==> src/design/nrmc_pkg.sv <==
// Package for the RMC date/time extractor: character codes, widths and header lookup.
package nrmc_pkg;

    localparam int unsigned CHAR_W   = 8;
    localparam int unsigned FIELD_W  = 48;
    localparam int unsigned SLOTS    = 6;
    localparam int unsigned OFFSET_W = 7;
    localparam int unsigned COMMA_W  = 4;
    localparam int unsigned HDR_W    = 3;
    localparam int unsigned IDX_W    = 3;

    localparam logic [CHAR_W-1:0] CH_DOLLAR  = 8'h24;  // '$'
    localparam logic [CHAR_W-1:0] CH_COMMA   = 8'h2C;  // ','
    localparam logic [CHAR_W-1:0] CH_NEWLINE = 8'h0A;  // '\n'
    localparam logic [CHAR_W-1:0] CH_ACTIVE  = 8'h41;  // 'A'

    localparam logic [HDR_W-1:0]    HDR_LEN       = 3'd6;
    localparam logic [OFFSET_W-1:0] OFS_AFTER_HDR = 7'd6;
    localparam logic [OFFSET_W-1:0] OFS_TIME      = 7'd7;
    localparam logic [OFFSET_W-1:0] OFS_STATUS    = 7'd17;
    localparam logic [OFFSET_W-1:0] OFS_MAX       = 7'd127;
    localparam logic [COMMA_W-1:0]  DATE_COMMAS   = 4'd9;
    localparam logic [COMMA_W-1:0]  COMMA_MAX     = 4'd15;
    localparam logic [IDX_W-1:0]    DATE_LEN      = 3'd6;

    // "$GNRMC", one character per header position
    function automatic logic [CHAR_W-1:0] hdr_char(input logic [HDR_W-1:0] pos);
        logic [CHAR_W-1:0] c;
        unique case (pos)
            3'd0:    c = CH_DOLLAR;
            3'd1:    c = 8'h47;  // 'G'
            3'd2:    c = 8'h4E;  // 'N'
            3'd3:    c = 8'h52;  // 'R'
            3'd4:    c = 8'h4D;  // 'M'
            3'd5:    c = 8'h43;  // 'C'
            default: c = 8'h00;
        endcase
        return c;
    endfunction

endpackage

==> src/design/nmea_rmc_date_time_extractor.sv <==
// Top level: scans an NMEA byte stream for $GNRMC sentences and emits date, time and fix flag.
//
// Usage:
//   Slave channel (s_*): one received NMEA character per word in s_tdata.
//   Master channel (m_*): one word per complete $GNRMC sentence, sent when the
//   terminating newline is accepted. m_tdata[47:0] is the date as ASCII YYMMDD,
//   m_tdata[95:48] the time as ASCII hhmmss, first character in the top byte of
//   each field. m_tuser is the fix flag: 1 only for status 'A'; when 0 both
//   character fields are zero.
// Timing:
//   A byte can be accepted in every cycle while s_tready is high.
//   The newline's result is registered into the output or skid register.
//   The parser state is one set of registers updated per accepted byte.
// Stalls:
//   A two-entry output buffer (output register plus skid register) lets the
//   block keep taking bytes while a result waits. s_tready drops only while
//   both entries hold results; it returns the cycle after the receiver takes one.
// Reset:
//   aresetn low (synchronous) clears the parser to idle and empties the
//   output buffer. A '$' always restarts header matching and drops any
//   unfinished sentence without a result.
module nmea_rmc_date_time_extractor
    import nrmc_pkg::*;
(
    input  logic        aclk,
    input  logic        aresetn,
    input  logic        s_tvalid,
    output logic        s_tready,
    input  logic [7:0]  s_tdata,   // [7:0] rx_byte
    output logic        m_tvalid,
    input  logic        m_tready,
    output logic [95:0] m_tdata,   // [47:0] date_chars, [95:48] time_chars
    output logic        m_tuser    // [0] fix_active
);

    // parser state
    logic [HDR_W-1:0]    hdr_pos_reg,     hdr_pos_next;
    logic                in_sent_reg,     in_sent_next;
    logic [OFFSET_W-1:0] offset_reg,      offset_next;
    logic [COMMA_W-1:0]  commas_reg,      commas_next;
    logic                status_reg,      status_next;
    logic [IDX_W-1:0]    date_idx_reg,    date_idx_next;
    logic [FIELD_W-1:0]  date_store_reg,  date_store_next;
    logic [FIELD_W-1:0]  time_store_reg,  time_store_next;

    // output buffer
    logic                   out_valid_reg,  skid_valid_reg;
    logic [2*FIELD_W-1:0]   out_data_reg,   skid_data_reg;
    logic                   out_user_reg,   skid_user_reg;

    logic                   s_accept;
    logic                   out_pop;
    logic                   res_valid;
    logic [2*FIELD_W-1:0]   res_data;
    logic                   res_user;
    logic [FIELD_W-1:0]     date_yymmdd;
    logic [CHAR_W-1:0]      b;
    logic [OFFSET_W-1:0]    time_slot;

    assign b        = s_tdata;
    assign s_tready = !skid_valid_reg;
    assign s_accept = s_tvalid && s_tready;
    assign out_pop  = out_valid_reg && m_tready;

    // DDMMYY -> YYMMDD
    assign date_yymmdd = {date_store_reg[15:0], date_store_reg[31:16], date_store_reg[47:32]};
    assign time_slot   = offset_reg - OFS_TIME;

    always_comb begin
        hdr_pos_next    = hdr_pos_reg;
        in_sent_next    = in_sent_reg;
        offset_next     = offset_reg;
        commas_next     = commas_reg;
        status_next     = status_reg;
        date_idx_next   = date_idx_reg;
        date_store_next = date_store_reg;
        time_store_next = time_store_reg;
        res_valid       = 1'b0;
        res_user        = status_reg;
        res_data        = status_reg ? {time_store_reg, date_yymmdd} : '0;

        if (s_accept) begin
            priority if (b == CH_DOLLAR) begin
                in_sent_next = 1'b0;
                hdr_pos_next = 3'd1;
            end else if (!in_sent_reg) begin
                if (hdr_pos_reg != 3'd0 && hdr_pos_reg < HDR_LEN &&
                    b == hdr_char(hdr_pos_reg)) begin
                    if (hdr_pos_reg + 3'd1 == HDR_LEN) begin
                        hdr_pos_next    = '0;
                        in_sent_next    = 1'b1;
                        offset_next     = OFS_AFTER_HDR;
                        commas_next     = '0;
                        status_next     = 1'b0;
                        date_idx_next   = '0;
                        date_store_next = '0;
                        time_store_next = '0;
                    end else begin
                        hdr_pos_next = hdr_pos_reg + 3'd1;
                    end
                end else begin
                    hdr_pos_next = '0;
                end
            end else if (b == CH_NEWLINE) begin
                in_sent_next = 1'b0;
                hdr_pos_next = '0;
                res_valid    = 1'b1;
            end else begin
                // time characters at offsets 7..12
                for (int k = 0; k < SLOTS; k++) begin
                    if (offset_reg >= OFS_TIME && time_slot == OFFSET_W'(k))
                        time_store_next[FIELD_W-1-CHAR_W*k -: CHAR_W] = b;
                end
                if (offset_reg == OFS_STATUS)
                    status_next = (b == CH_ACTIVE);
                // raw capture of six bytes after the ninth comma
                if (commas_reg >= DATE_COMMAS && date_idx_reg < DATE_LEN) begin
                    for (int k = 0; k < SLOTS; k++) begin
                        if (date_idx_reg == IDX_W'(k))
                            date_store_next[FIELD_W-1-CHAR_W*k -: CHAR_W] = b;
                    end
                    date_idx_next = date_idx_reg + 3'd1;
                end
                if (b == CH_COMMA && commas_reg < COMMA_MAX)
                    commas_next = commas_reg + 4'd1;
                if (offset_reg < OFS_MAX)
                    offset_next = offset_reg + 7'd1;
            end
        end
    end

    always_ff @(posedge aclk) begin
        if (!aresetn) begin
            hdr_pos_reg    <= '0;
            in_sent_reg    <= 1'b0;
            offset_reg     <= '0;
            commas_reg     <= '0;
            status_reg     <= 1'b0;
            date_idx_reg   <= '0;
            date_store_reg <= '0;
            time_store_reg <= '0;
        end else begin
            hdr_pos_reg    <= hdr_pos_next;
            in_sent_reg    <= in_sent_next;
            offset_reg     <= offset_next;
            commas_reg     <= commas_next;
            status_reg     <= status_next;
            date_idx_reg   <= date_idx_next;
            date_store_reg <= date_store_next;
            time_store_reg <= time_store_next;
        end
    end

    // output register + skid register
    always_ff @(posedge aclk) begin
        if (!aresetn) begin
            out_valid_reg  <= 1'b0;
            skid_valid_reg <= 1'b0;
        end else if (skid_valid_reg) begin
            // no new input accepted while skid is full
            if (out_pop) begin
                out_valid_reg  <= 1'b1;
                skid_valid_reg <= 1'b0;
            end
        end else if (res_valid) begin
            if (!out_valid_reg || out_pop) begin
                out_valid_reg <= 1'b1;
            end else begin
                skid_valid_reg <= 1'b1;
            end
        end else if (out_pop) begin
            out_valid_reg <= 1'b0;
        end
    end

    always_ff @(posedge aclk) begin
        if (skid_valid_reg) begin
            if (out_pop) begin
                out_data_reg <= skid_data_reg;
                out_user_reg <= skid_user_reg;
            end
        end else if (res_valid) begin
            if (!out_valid_reg || out_pop) begin
                out_data_reg <= res_data;
                out_user_reg <= res_user;
            end else begin
                skid_data_reg <= res_data;
                skid_user_reg <= res_user;
            end
        end
    end

    assign m_tvalid = out_valid_reg;
    assign m_tdata  = out_data_reg;
    assign m_tuser  = out_user_reg;

`ifndef SYNTHESIS
    // skid only fills behind a waiting output word
    a_skid_behind_out: assert property (@(posedge aclk) disable iff (!aresetn)
        skid_valid_reg |-> out_valid_reg)
        else $error("skid entry without output entry");

    // inactive fix carries zero characters
    a_inactive_zero: assert property (@(posedge aclk) disable iff (!aresetn)
        (m_tvalid && !m_tuser) |-> (m_tdata == '0))
        else $error("inactive fix with nonzero characters");

    // inside a sentence, header matcher is idle and offset is past the header
    a_sentence_state: assert property (@(posedge aclk) disable iff (!aresetn)
        in_sent_reg |-> (hdr_pos_reg == '0 && offset_reg >= OFS_AFTER_HDR))
        else $error("inconsistent sentence state");

    // a full buffer holds until the receiver takes a word
    a_skid_hold: assert property (@(posedge aclk) disable iff (!aresetn)
        (skid_valid_reg && !m_tready) |=> (skid_valid_reg && $stable(skid_data_reg)))
        else $error("skid entry lost while stalled");
`endif

endmodule
==> config.mk <==
export PLATFORM = sky130hd
export DESIGN_NAME = nmea_rmc_date_time_extractor
export DESIGN_NICKNAME = d
export VERILOG_FILES = /design/src/design/nrmc_pkg.sv /design/src/design/nmea_rmc_date_time_extractor.sv
export SDC_FILE = /design/constraint.sdc
export NUM_CORES = 1
export LEC_CHECK = 0
export ABC_AREA = 1
export BUFFER_PORTS_ARGS = -buffer_cell sky130_fd_sc_hd__clkbuf_2
export CORE_ASPECT_RATIO = 0.9
export CORE_MARGIN = 5
export CORE_UTILIZATION = 30
export CTS_CLUSTER_DIAMETER = 40
export DETAILED_ROUTE_END_ITERATION = 6
export PLACE_DENSITY = 0.52
export SLEW_MARGIN = 20
export SYNTH_ARGS = -nofsm -noshare
export SYNTH_HDL_FRONTEND = slang
export SYNTH_SLANG_ARGS = --single-unit
==> constraint.sdc <==
create_clock -name aclk -period 19.2 [get_ports aclk]
set_clock_uncertainty 0.1 [all_clocks]
set_input_delay 0.96 -clock aclk [delete_from_list [all_inputs] [get_ports aclk]]
set_output_delay 0.96 -clock aclk [all_outputs]
set_load 0.03 [all_outputs]
=== Yosys cells after proc, flatten, opt, wreduce, memory -nomap -nowiden ===
Index checks and enable logic that the tools add are counted.

* Bits in registers: 311
* Output and inout bits: 99
* Word-level logic and storage cells: 199

* Reduce and logical (&&, ||, !) cells: 44
* Bitwise logic cells: 3
* Equality and inequality tests: 42
* Add/subtract/negate cells: 5
* Order comparisons: 6
* Muxes and demuxes: 75

{| class="wikitable"
|+ Operator list
! cell !! number
|-
| 2-to-1 mux 96 bit || 5
|-
| 2-to-1 mux 48 bit || 7
|-
| 2-to-1 mux 8 bit || 15
|-
| AND reduction 6 bit || 10
|-
| one-hot mux 7 bit (6 select lines) || 1
|-
| AND reduction 7 bit || 6
|-
| 2-to-1 mux 7 bit || 5
|-
| != test 2 x 1 -> 1 bit, second input constant || 17
|-
| 2-to-1 mux 3 bit || 10
|-
| 2-to-1 mux 1 bit || 27
|-
| 2-to-1 mux 4 bit || 5
|-
| == test 8 x 6 -> 1 bit, second input constant || 2
|-
| == test 3 bit, second input constant || 5
|-
| == test 7 x 2 -> 1 bit, second input constant || 2
|-
| == test 7 x 3 -> 1 bit, second input constant || 2
|-
| == test 3 x 2 -> 1 bit, second input constant || 4
|-
| logical AND 1 bit || 12
|-
| nonzero test 2 bit || 5
|-
| AND reduction 3 bit || 3
|-
| == test 8 x 4 -> 1 bit, second input constant || 1
|-
| == test 8 x 7 -> 1 bit, second input constant || 1
|-
| == test 8 bit || 1
|-
| adder 7 x 1 -> 7 bit, second input constant || 1
|-
| == test 7 x 1 -> 1 bit, second input constant || 1
|-
| other kinds (20) || 27
|}

=== Depth between registers and ports, before layout ===
* Depth after elaboration: 10
* Depth in mapped cells: 15
* Depth with buffers taken out: 14

=== Worst setup path before layout ===
Ideal clock, no wire load.

* Kind: input -> register
* Start point: input s_tdata[5]
* End point: register skid_data_reg[0] (enable)
* Required time: 18.426 ns
* Stages on the path: 4
* Arrival time: 8.122 ns
* Setup slack: 10.304 ns
* Setup time: 0.674 ns
* Cell sequence: or2_1 nor3_2 nand2_1 nor3_1

* Longest elaborated chain between the ends: 6
* Elaborated cells on any way between the ends: 7
* Classes of those cells: 2 x eq/ne; 4 x mux; 1 x reduce/logical

{| class="wikitable"
|+ RTL lines
! item !! RTL line !! source
|-
| start, declared || nmea_rmc_date_time_extractor.sv:29 || <nowiki>input logic [7:0] s_tdata,</nowiki>
|-
| == test 8 x 4 -> 1 bit || nmea_rmc_date_time_extractor.sv:104 || <nowiki>end else if (b == CH_NEWLINE) begin</nowiki>
|-
| 2-to-1 mux 1 bit || nmea_rmc_date_time_extractor.sv:104 ||
|-
| 2-to-1 mux 1 bit || nmea_rmc_date_time_extractor.sv:86 || <nowiki>end else if (!in_sent_reg) begin</nowiki>
|-
| 2-to-1 mux 1 bit * || nmea_rmc_date_time_extractor.sv:83 || <nowiki>priority if (b == CH_DOLLAR) begin</nowiki>
|-
| 2-to-1 mux 1 bit * || nmea_rmc_date_time_extractor.sv:82 || <nowiki>if (s_accept) begin</nowiki>
|-
| AND reduction 3 bit (no line) * || -- ||
|-
| end signal, assigned || nmea_rmc_date_time_extractor.sv:187 || <nowiki>skid_data_reg <= res_data;</nowiki>
|-
| end, declared || nmea_rmc_date_time_extractor.sv:48 || <nowiki>logic [2*FIELD_W-1:0] out_data_reg, skid_data_reg;</nowiki>
|}

Mark *: on every way between the ends. The rest lies on a longest branch, timed or not.
A chain may end at the register's enable or synchronous reset.

=== Worst setup path in the final report ===
* Start point: register hdr_pos_reg[1]
* End point: register time_store_reg[21]

* Longest elaborated chain between the ends: 9
* Elaborated cells on any way between the ends: 20
* Classes of those cells: 1 x add/sub; 1 x order compare; 7 x eq/ne; 4 x mux; 7 x reduce/logical

{| class="wikitable"
|+ RTL lines
! item !! RTL line !! source
|-
| start, declared || nmea_rmc_date_time_extractor.sv:37 || <nowiki>logic [HDR_W-1:0] hdr_pos_reg, hdr_pos_next;</nowiki>
|-
| start signal, assigned || nmea_rmc_date_time_extractor.sv:143 || <nowiki>hdr_pos_reg <= hdr_pos_next;</nowiki>
|-
| == test 3 bit (tied with other cells) || nrmc_pkg.sv:29 || <nowiki>unique case (pos)</nowiki>
|-
| one-hot mux 7 bit (6 select lines) || nrmc_pkg.sv:29 ||
|-
| 2-to-1 mux 8 bit || nmea_rmc_date_time_extractor.sv:86 ||
|-
| 2-to-1 mux 8 bit || nmea_rmc_date_time_extractor.sv:83 ||
|-
| 2-to-1 mux 8 bit || nmea_rmc_date_time_extractor.sv:82 ||
|-
| == test 8 bit || nmea_rmc_date_time_extractor.sv:88 || <nowiki>b == hdr_char(hdr_pos_reg)) begin</nowiki>
|-
| logical AND 1 bit || nmea_rmc_date_time_extractor.sv:87 || <nowiki>if (hdr_pos_reg != 3'd0 && hdr_pos_reg < HDR_LEN &&</nowiki>
|-
| nonzero test 2 bit (no line) || -- ||
|-
| AND reduction 6 bit (no line) * || -- ||
|-
| end signal, assigned || nmea_rmc_date_time_extractor.sv:150 || <nowiki>time_store_reg <= time_store_next;</nowiki>
|-
| end, declared || nmea_rmc_date_time_extractor.sv:44 || <nowiki>logic [FIELD_W-1:0] time_store_reg, time_store_next;</nowiki>
|}

Mark *: on every way between the ends. The rest lies on a longest branch, timed or not. The select of a mux whose other input is x is not followed.

==> metrics.txt <==
Yosys cell types 34; Area Overhead vs Synth 16.96%; post-synth top area share 41.11%; RSZ-0062 raised after global routing no; gr usage total between 10% and 20%; Netlist Area Pre-Place roughly 0.014 mm^2; DRC errors left 0; sequential area share after synthesis between 50 and 60%; clock sinks about 310; PortBufs 110; grt met1 use about 18%; Max-slew headroom between 30% and 40%; WL/cell between 10 and 15 um; average cell area after synthesis ~8.5 um^2; origin of the critical flop-to-flop path hdr_pos_reg[1]$_SDFFE_PN0P_; final number of hold-violating endpoints 0; met2 usage 19.68%; Core Area between 0.04 and 0.05 mm^2; CP max FO 69; setup repair bufs after CTS 0; kind of critical path register to register; diodes inserted 0; Post-CTS Hold Buffers 0; Syn Inst Count 1,659; Post-synth EDFFs ~190; via/cell ratio between 4 and 5; placed cells roughly 2,300; hold depth 4; biggest area consumer among synthesized cells edfxtp_1; Worst IR Drop VDD 0.05093 mV; post-route minimum period 3511 ps; drt first-iter violations around 750; initial antenna violation count 0; Synth Warn # 0; largest cells by area after synthesis edfxtp_1 (41%), dfxtp_1 (17%), nand2_1 (13%), inv_1 (8.4%), nor2_1 (4.4%); die area just over 0.05 mm^2; synthesized net count 1,691; hold path startpoint date_store_reg[1]$_SDFFE_PN0P_; worst-margin pin slew 1013 ps; CTS tree yes; top-count cell post-synth nand2_1; Placer Congestion around 0.83; reg2reg setup slack 15,690 ps; Detail Placement HPWL 21,280 um; first-pass GRT wire length roughly 54,000 um; Die Y about 220 um; final-report setup violation count 0; WHS Endpoint date_store_reg[1]$_SDFFE_PN0P_; fraction of layout cells with a size suffix above 1 between 10% and 20%; Fillers approximately 4,800; Worst R2R End time_store_reg[21]$_SDFFE_PN0P_; Post-Layout Cell Count between 2,000 and 2,500; class of the worst hold path register to register; r2r worst-path depth 12; leak pwr approximately 7.4 nW; period utilisation layout 18.29%; Die W between 200 and 250 um; TritonCTS buffer count 41; Setup crit end kind register; GR peak layer met2; GRT overflow 0; CP required 19,550 ps; post-route ant nets 0; setup_tns 0 ps; Worst EP arrival 3860 ps; FFs w/ async S/R, synth 0%; max-cap violations 0; post-CTS sizing 0; Clk pin slew, worst setup/hold paths roughly 60 ps; max-slew violations 0; status finished, final reports clean; critical path launch point type register; row count 75; Initial Utilization a little under a third; synth cell count leaders nand2_1 (480), inv_1 (317), edfxtp_1 (194); GRT met3 Usage under 10%; Yosys reg bits 311; vias in the first global route ~10,000; clk buf depth 3; crit path from hdr_pos_reg[1]$_SDFFE_PN0P_; nets between 1,500 and 2,000; largest net degree at the start of global routing between 100 and 150; fmax approximately 280 MHz; Pwr Density 88.53 mW/mm^2; 1st-pass router iterations 5; Post-Route WL 33,190 um; htree depth 2; Main synth FF type edfxtp_1; Root Driver clkbuf_16; clk_lat worst skew approximately 530 ps; I/O pins roughly 110; vias after detailed routing 10,300
[per-stage QoR]
stage                     power, mW  setup WS (ps)  hold slack, ps  area [um^2]  utilization, %
after floorplan              0.7268          10300           306.4        14170               -
after global placement       0.7311          15440           397.9        15200           32.60
after detailed placement     0.7314          15350           397.4        15200           32.60
after CTS                     1.488          15710           409.5        16540           35.47
after global routing          1.517          15370           442.9        16570           35.54
final                         1.467          15690           407.9        16570           35.54
[cell type report]
type                       instances  area (um^2)  area share, %
inverter                         323         1212          7.315
multi-input combinational        947         4417          26.65
tap                              616        770.7          4.650
timing repair buffer             121        659.4          3.978
clock inverter                    23        260.3          1.570
clock buffer                      50         1080          6.515
sequential                       311         8175          49.32
[cells by family after synthesis]
family	Yosys count	synth area share (%)
adders and majority gates	20	1.766
DFF	311	57.64
and+or+nand+nor	804	24.82
buffers and inverters	401	11.31
AOI/OAI and AO/OA	123	4.468
[placed cells by master, fill, tap and decap left out, drive strengths merged]
| cell | n |
|---|---|
| a21oi | 15 |
| a31oi | 2 |
| buf | 12 |
| bufinv | 5 |
| clkbuf | 159 |
| clkinv | 14 |
| clkinvlp | 3 |
| dfxtp | 117 |
| edfxtp | 194 |
| ha | 20 |
| inv | 324 |
| nand2 | 483 |
| nand3 | 48 |
| nand3b | 2 |
| nand4 | 95 |
| nor2 | 167 |
| nor3 | 7 |
| o21a | 2 |
| o21ai | 102 |
| o31ai | 1 |
| o41ai | 1 |
| or2 | 2 |
[metal layers]
layer | wire length, um | share of wire (%)
met1 | 16240 | 49
met2 | 14410 | 43
met3 | 1589 | 4.8
met4 | 946 | 2.9
met5 | 0 | 0
[worst max-delay path, stage by stage (launching register included)]
cell and delay [ps]:
dfxtp_1 370, ha_1 210, ha_1 300, inv_1 60
a21oi_1 90, inv_1 60, nand2_1 90, nor2_4 770
buf_4 760, nand3_2 290, nand2_1 140, inv_1 40
nor2_1 100
[where the power goes]
| group | switching [mW] | total [mW] | leakage [nW] | internal, mW |
|---|---|---|---|---|
| logic | 0.0109 | 0.0157 | 3.97 | 0.00479 |
| clock network | 0.282 | 0.750 | 0.653 | 0.468 |
| registers | 0.000163 | 0.702 | 2.81 | 0.702 |
[worst max-delay path by stage]
stage                                            to
floorplan                skid_data_reg[0]$_DFFE_PP_
global placement    time_store_reg[20]$_SDFFE_PN0P_
detailed placement  time_store_reg[21]$_SDFFE_PN0P_
CTS                 time_store_reg[21]$_SDFFE_PN0P_
global route        time_store_reg[18]$_SDFFE_PN0P_
finish              time_store_reg[21]$_SDFFE_PN0P_
Note: power is estimated with default switching activity, not from simulation.
